===== config.mk =====
export PLATFORM = sky130hd
export DESIGN_NAME = efd_ctrl
export DESIGN_NICKNAME = d
export VERILOG_FILES = /design/src/rtl/core/efd_pkg.sv /design/src/rtl/core/efd_ctrl.sv
export SDC_FILE = /design/constraint.sdc
export NUM_CORES = 1
export LEC_CHECK = 0
export BUFFER_PORTS_ARGS = -buffer_cell sky130_fd_sc_hd__buf_2
export CAP_MARGIN = 5
export CORE_AREA = 2 2 39 41
export CTS_BUF_LIST = sky130_fd_sc_hd__clkbuf_2
export CTS_CLUSTER_SIZE = 14
export DETAILED_ROUTE_END_ITERATION = 8
export DIE_AREA = 0 0 41 43
export GPL_TIMING_DRIVEN = 0
export PLACE_DENSITY_LB_ADDON = 0.25
export SYNTH_ARGS = -nofsm -noshare
export SYNTH_HDL_FRONTEND = slang
export SYNTH_SLANG_ARGS = --single-unit
export TNS_END_PERCENT = 20

===== constraint.sdc =====
create_clock -name clk -period 2.3 [get_ports clk]
set_clock_uncertainty 0.05 [all_clocks]
set_input_delay 0.23 -clock clk [delete_from_list [all_inputs] [get_ports clk]]
set_output_delay 0.23 -clock clk [all_outputs]
set_load 0.005 [all_outputs]

===== src/rtl/core/efd_pkg.sv =====
// ----------------------------------------------------------------------------
// efd_pkg: shared definitions for the event frame store
// Frame geometry, field widths, operation and register codes, and the
// controller to datapath command/status structs.
// ----------------------------------------------------------------------------
`default_nettype none

package efd_pkg;

    // Frame geometry
    localparam int SIDE      = 128;
    localparam int PIX_COUNT = SIDE * SIDE;
    localparam int ADDR_W    = $clog2(PIX_COUNT);

    // Field widths
    localparam int COORD_W = 7;
    localparam int COMP_W  = 8;
    localparam int COLOR_W = 3 * COMP_W;
    localparam int FUNC_W  = 2;
    localparam int CIDX_W  = 2;

    // Operation codes carried in tuser
    localparam logic [FUNC_W-1:0] FUNC_EVENT = 2'd0;
    localparam logic [FUNC_W-1:0] FUNC_DECAY = 2'd1;
    localparam logic [FUNC_W-1:0] FUNC_READ  = 2'd2;

    // Configuration register indexes
    localparam logic [CIDX_W-1:0] REG_DECAY_STEP = 2'd0;
    localparam logic [CIDX_W-1:0] REG_MID_COLOR  = 2'd1;
    localparam logic [CIDX_W-1:0] REG_ON_COLOR   = 2'd2;
    localparam logic [CIDX_W-1:0] REG_OFF_COLOR  = 2'd3;

    // Reset values
    localparam logic [COMP_W-1:0]  DECAY_STEP_RST = 8'd24;
    localparam logic [COLOR_W-1:0] MID_COLOR_RST  = 24'h808080;
    localparam logic [COLOR_W-1:0] ON_COLOR_RST   = 24'hFFFFFF;
    localparam logic [COLOR_W-1:0] OFF_COLOR_RST  = 24'h000000;
    localparam logic [COLOR_W-1:0] CLEAR_COLOR    = 24'h808080;

    // Controller -> datapath commands
    typedef struct packed {
        logic clr_wr;    // write clear color at walk address, advance walk
        logic walk_rd;   // read pixel at walk address for decay, advance walk
        logic ev_wr;     // write event color at item address
        logic px_rd;     // read pixel at item address
        logic out_load;  // load output register from read data
    } cmd_t;

    // Datapath -> controller status
    typedef struct packed {
        logic walk_last; // walk address is on the last pixel
    } sts_t;

endpackage

`default_nettype wire


===== src/rtl/core/efd_ctrl.sv =====
// ----------------------------------------------------------------------------
// efd_ctrl: sequencing state machine
// Runs the clear pass after reset, dispatches items, walks decay ticks and
// owns the output valid flag.
// ----------------------------------------------------------------------------
`default_nettype none

module efd_ctrl
(
    input  wire logic                        clk,
    input  wire logic                        rst_n,
    input  wire logic                        in_valid,
    output logic                             in_ready,
    input  wire logic [efd_pkg::FUNC_W-1:0]  in_func,
    output logic                             out_valid,
    input  wire logic                        out_ready,
    output efd_pkg::cmd_t                    cmd,
    input  wire efd_pkg::sts_t               sts
);

    localparam logic [2:0] ST_CLEAR = 3'd0;
    localparam logic [2:0] ST_IDLE  = 3'd1;
    localparam logic [2:0] ST_READ  = 3'd2;
    localparam logic [2:0] ST_DECAY = 3'd3;
    localparam logic [2:0] ST_DRAIN = 3'd4;

    logic [2:0] state_reg, state_next;
    logic       out_valid_reg, out_valid_next;
    logic       in_fire;

    assign in_ready  = (state_reg == ST_IDLE);
    assign in_fire   = in_valid && in_ready;
    assign out_valid = out_valid_reg;

    always_comb
    begin
        state_next = state_reg;
        cmd        = '0;
        unique case (state_reg)
            ST_CLEAR:
            begin
                cmd.clr_wr = 1'b1;
                if (sts.walk_last)
                begin
                    state_next = ST_IDLE;
                end
            end
            ST_IDLE:
            begin
                if (in_fire)
                begin
                    unique case (in_func)
                        efd_pkg::FUNC_EVENT: cmd.ev_wr = 1'b1;
                        efd_pkg::FUNC_DECAY: state_next = ST_DECAY;
                        efd_pkg::FUNC_READ:
                        begin
                            cmd.px_rd  = 1'b1;
                            state_next = ST_READ;
                        end
                        default: ;
                    endcase
                end
            end
            ST_READ:
            begin
                if (!out_valid_reg || out_ready)
                begin
                    cmd.out_load = 1'b1;
                    state_next   = ST_IDLE;
                end
            end
            ST_DECAY:
            begin
                cmd.walk_rd = 1'b1;
                if (sts.walk_last)
                begin
                    state_next = ST_DRAIN;
                end
            end
            ST_DRAIN:
            begin
                // last decayed pixel is written back this cycle
                state_next = ST_IDLE;
            end
            default:
            begin
                state_next = ST_IDLE;
            end
        endcase
    end

    always_comb
    begin
        out_valid_next = out_valid_reg;
        if (cmd.out_load)
        begin
            out_valid_next = 1'b1;
        end
        else if (out_ready)
        begin
            out_valid_next = 1'b0;
        end
    end

    always_ff @(posedge clk or negedge rst_n)
    begin
        if (!rst_n)
        begin
            state_reg     <= ST_CLEAR;
            out_valid_reg <= 1'b0;
        end
        else
        begin
            state_reg     <= state_next;
            out_valid_reg <= out_valid_next;
        end
    end

endmodule

`default_nettype wire


==> impl_metrics.tcl, run 1 <==
set metrics [dict create \
    seq_area_um2 100 \
    drv_cap 0 \
    rsz0062_at_grt "false" \
    synth_mux_area_frac 0 \
    synthesis.nets 35 \
    utilization 0.270 \
    dr.pass1.iters 2 \
    syn_avg_cell_area_um2 9.43 \
    io_pins 14 \
    finalSetupViolCount 0 \
    cts.repair.resized 0 \
    fin_setup_tns_ns 0 \
    die_area_um2 1760 \
    wl_per_cell_um 9.02 \
    yosysSeqAreaShare 0.379 \
    core.rowCount 14 \
    syn2layout_area_growth_pct 41.7 \
    fillers 159 \
    grt_pass1_wl_um 917 \
    globalRouteTotalUtil 0.0827 \
    io_buffer_count 13 \
    worstSetupPathType "register to output pin" \
    synth_cell_types 22 \
    drt_iter0_markers 2 \
    fin_crit_ns 1.61 \
    synth_seq_cells 4 \
    hold_violations 0 \
    status "completed" \
    synth-xor-area-share 0.0332 \
    antenna_found_initial 0 \
    internal_power_mw 0.189 \
    crit_arrival_ns 1.33 \
    max_freq_mhz 620 \
    power_mw 0.282 \
    tightest_slew_ns 0.327 \
    final_area_um2 374 \
    largest_reg_flops 3 \
    placed_cells 57 \
    slew_headroom 0.779 \
    hpwl_um 457 \
    synth_top_family_by_area "simple AND/OR/NAND/NOR gates" \
    die_w_um 41 \
    post-cts-setup-buffer-count 0 \
    synth_compound_area_frac 0.123 \
    switching_power_mw 0.0937 \
    cp-start-kind "register" \
    slew_violations 0 \
    netlist_area_um2 264 \
    seqPwrFrac 0.372 \
    cp_data_required_time_ns 2.02 \
    hold_slack_ns 0.244 \
    synthAdderAreaFrac 0 \
    overflow 0 \
    crit_fanout 4 \
    totalWireLength_um 550 \
    place_area_um2 349 \
    final_cells 61 \
    clockBufferDepth 2 \
    grt_max_degree 9 \
    hp-class "input port to register" \
    drive_above_1_share 0.422 \
    antenna_cells 0 \
    drc 0 \
    worstSkewPairLatency_ns 0.20 \
    yosysWarnings 0 \
    gp_congestion 0.660 \
    synth_simple_gate_area_frac 0.422 \
    pre_cts_slack_ns 0.904 \
    tritoncts "built" \
    multi_input_area_um2 153 \
    period_share 0.702 \
    final_common_cell "buf_2" \
    cts.sinks 4 \
    synth_cells 28 \
    ir_worst_vdd_v 0.000173 \
    cp-end-kind "output pin" \
    initial_core_util 0.191 \
    comb_power_share 0.410 \
    core_um2 1380 \
    setup_ws_ns 0.686 \
    grt_pass1_vias 244 \
    die_h_um 43 \
    clockRootBuffer "clkbuf_2" \
    via_count 251 \
    routed_via_density 4.11 \
    layout_common_cells "buf_2, dfrtp_1, clkbuf_2" \
    hold_buffers 1 \
    switching_share 0.332 \
    leakage_nw 0.189 \
    pwr-share-clk 0.218 \
    ant_nets 0 \
    htreeDepth 1 \
    power.density_nw_per_um2 755 \
    fin_nets 54 \
    cts-buffers-inserted 3 \
    clkTransAtPathRegs_ns 0.04 \
]
==> power by group through the flow <==
stage	registers [mW]	logic [mW]	clock network (mW)
6_report	0.105	0.116	0.0615
3_3_place_gp	0.107	0.117	0
3_5_place_dp	0.106	0.116	0
2_1_floorplan	0.103	0.0730	0
4_1_cts	0.105	0.118	0.0676
5_1_grt	0.110	0.131	0.0711
==> path summary, 6_finish.rpt <==
kind                              start            to  slack, ns  cells past startpoint
setup / recovery           state_reg[1]        cmd[0]       0.69                      5
hold / removal                      sts  state_reg[2]       0.24                      2
setup reg to reg           state_reg[0]  state_reg[1]       1.09                      3
hold reg to reg            state_reg[2]  state_reg[1]       0.51                      1
max in group asynchronous         rst_n     out_valid       1.77                      2
min in group asynchronous         rst_n  state_reg[1]       0.31                      2
==> cell type report <==
class | instances | share of cell area
multi-input combinational | 22 | 0.408
sequential | 4 | 0.268
timing repair buffer | 14 | 0.201
tap | 16 | 0.0535
clock buffer | 3 | 0.0401
buffer | 1 | 0.0201
inverter | 1 | 0.0100
==> cells by family after synthesis <==
| logic type | after synthesis |
|---|---|
| AOI/OAI and AO/OA | 4 |
| xor gates and xnor gates | 1 |
| buffers and inverters | 2 |
| DFF | 4 |
| and+or+nand+nor | 17 |
==> synthesized netlist by cell type <==
library cell / instances / area share
nor2b_1: 2 / 0.047
xor2_1: 1 / 0.033
nand2_1: 1 / 0.014
nand4b_1: 1 / 0.033
nor3b_1: 1 / 0.028
or3b_1: 1 / 0.033
or2b_1: 1 / 0.028
nor4_1: 1 / 0.024
nand3_1: 1 / 0.019
buf_4: 1 / 0.028
o311ai_0: 1 / 0.033
and2_1: 1 / 0.024
a21oi_2: 1 / 0.033
nor4b_1: 1 / 0.033
dfrtp_1: 4 / 0.38
nand2b_1: 2 / 0.047
a21o_1: 2 / 0.057
and2b_2: 1 / 0.033
nor2_1: 1 / 0.014
nor3_1: 1 / 0.019
or3_1: 1 / 0.024
inv_1: 1 / 0.014
==> layer usage <==
metal	GRT usage	part of all wire	wire [µm]	up-vias
met5	0	0	0	-
met4	0.0800	0	0	0
met3	0.0314	0.089	49	0
met2	0.103	0.47	256	6
met1	0.101	0.44	244	111
li1	-	-	-	134
==> critical path, cell delays in order, from the launching register on <==
cell,delay (ns)
dfrtp_1,0.37
inv_1,0.08
or3_1,0.39
nor2_1,0.10
buf_4,0.10
buf_2,0.09
No activity file was read; power rests on OpenSTA's default activity.
==> inputs of run 2 (changes only) <==
==> constraint.sdc (replaced) <==
create_clock -name clk -period 1.3 [get_ports clk]
set_clock_uncertainty 0.05 [all_clocks]
set_input_delay 0.13 -clock clk [delete_from_list [all_inputs] [get_ports clk]]
set_output_delay 0.13 -clock clk [all_outputs]
set_load 0.005 [all_outputs]
==> impl_metrics.tcl, run 2 (same netlist as run 1, synthesis figures left out) <==
set metrics [dict create \
    htreeDepth 1 \
    cp-end-kind "output pin" \
    pwr-share-clk 0.196 \
    via_count 269 \
    drt_iter0_markers 2 \
    tritoncts "built" \
    gp_congestion 0.660 \
    seqPwrFrac 0.334 \
    drive_above_1_share 0.617 \
    cts.sinks 4 \
    core_um2 1380 \
    io_pins 14 \
    cp_data_required_time_ns 1.12 \
    antenna_cells 0 \
    ir_worst_vdd_v 0.000313 \
    worstSetupPathType "register to output pin" \
    largest_reg_flops 3 \
    tightest_slew_ns 0.254 \
    ant_nets 0 \
    initial_core_util 0.191 \
    worstSkewPairLatency_ns 0.20 \
    core.rowCount 14 \
    io_buffer_count 13 \
    power.density_nw_per_um2 1340 \
    totalWireLength_um 600 \
    switching_share 0.336 \
    dr_wl_met2_um 290 \
    grt_pass1_vias 262 \
    drv_cap 0 \
    finalSetupViolCount 4 \
    fillers 150 \
    final_common_cell "buf_2" \
    syn2layout_area_growth_pct 57.8 \
    clkTransAtPathRegs_ns 0.04 \
    hpwl_um 457 \
    cts-buffers-inserted 3 \
    die_w_um 41 \
    die_area_um2 1760 \
    clockBufferDepth 2 \
    cp-start-kind "register" \
    max_freq_mhz 698 \
    overflow 0 \
    routed_via_density 4.27 \
    wl_met1_um 260 \
    antenna_found_initial 0 \
    slew_violations 0 \
    fin_nets 56 \
    crit_arrival_ns 1.25 \
    final_cells 63 \
    comb_power_share 0.471 \
    grt_max_degree 8 \
    switching_power_mw 0.187 \
    setup_ws_ns -0.132 \
    clockRootBuffer "clkbuf_2" \
    grt_pass1_wl_um 1010 \
    violations "setup timing" \
    die_h_um 43 \
    period_share 1.10 \
    hp-class "input port to register" \
    rsz0062_at_grt "true" \
    fin_crit_ns 1.43 \
    layout_common_cells "buf_2, clkbuf_2, buf_4" \
    wl_per_cell_um 9.52 \
    top_layer "met3" \
    wl_met3_um 49 \
    slew_headroom 0.828 \
    power_mw 0.558 \
    internal_power_mw 0.370 \
    globalRouteTotalUtil 0.0896 \
    dr.pass1.iters 2 \
    crit_fanout 4 \
    placed_cells 57 \
    status "complete, but fails checks" \
    hold_violations 0 \
    leakage_nw 0.202 \
    drc 0 \
]
[run 2: routing by layer]
layer	vias up	track usage
met5	-	0
met3	0	0.0314
met4	0	0.0800
li1	139	-
met1	124	0.110
met2	6	0.116
[run 2: final cells by class]
cell class / instances / area, µm² / area share
timing repair buffer: 17 / 97.6 / 0.234
tap: 16 / 20.0 / 0.0480
multi-input combinational: 22 / 178 / 0.426
sequential: 4 / 103 / 0.246
clock buffer: 3 / 15.0 / 0.0360
inverter: 1 / 3.75 / 0.00901
[run 2: worst paths after layout]
check,from,to,slack (ns),cells after the start
max in group asynchronous,rst_n,state_reg[0],0.85,2
min in group asynchronous,rst_n,state_reg[1],0.21,2
worst max register to register,state_reg[0],state_reg[1],0.08,3
worst min register to register,state_reg[2],out_valid,0.51,2
worst min-delay path,sts,state_reg[2],0.14,2
worst max-delay path,state_reg[1],cmd[1],-0.13,4
[run 2: worst max-delay path, stage by stage (launching register included)]
cell and delay [ns]:
dfrtp_1 0.40, and2b_2 0.24, nand2_2 0.06, nor4b_2 0.20, buf_2 0.14
[run 2: power groups by stage]
stage | combinational, mW | sequential [mW] | clock, mW
after global placement | 0.206 | 0.190 | 0
final | 0.262 | 0.186 | 0.109
after floorplan | 0.129 | 0.182 | 0
after CTS | 0.256 | 0.183 | 0.120
after global routing | 0.293 | 0.193 | 0.129
after detailed placement | 0.206 | 0.188 | 0
[run 2: repair_timing]
action | in CTS | in global routing
endpoints found under the setup margin | 4 | 6
hold buffers | 1 | 0
gates resized for setup | 5 | 4
hold endpoints to repair | 4 | 0
setup buffers | 3 | 0
pin swaps | 4 | 1
[run 2: metrics by stage]
stage                     hold WS, ns   util  setup TNS, ns  worst slack, ns  cell area (µm²)
after floorplan                -0.216      -              0            0.130              264
after global routing            0.130  0.301         -0.794           -0.211              417
after detailed placement       -0.108  0.252              0          0.00390              349
after CTS                       0.126  0.292         -0.574           -0.152              404
after global placement         -0.109  0.252       -0.00707         -0.00707              349
final                           0.141  0.301         -0.362           -0.132              417
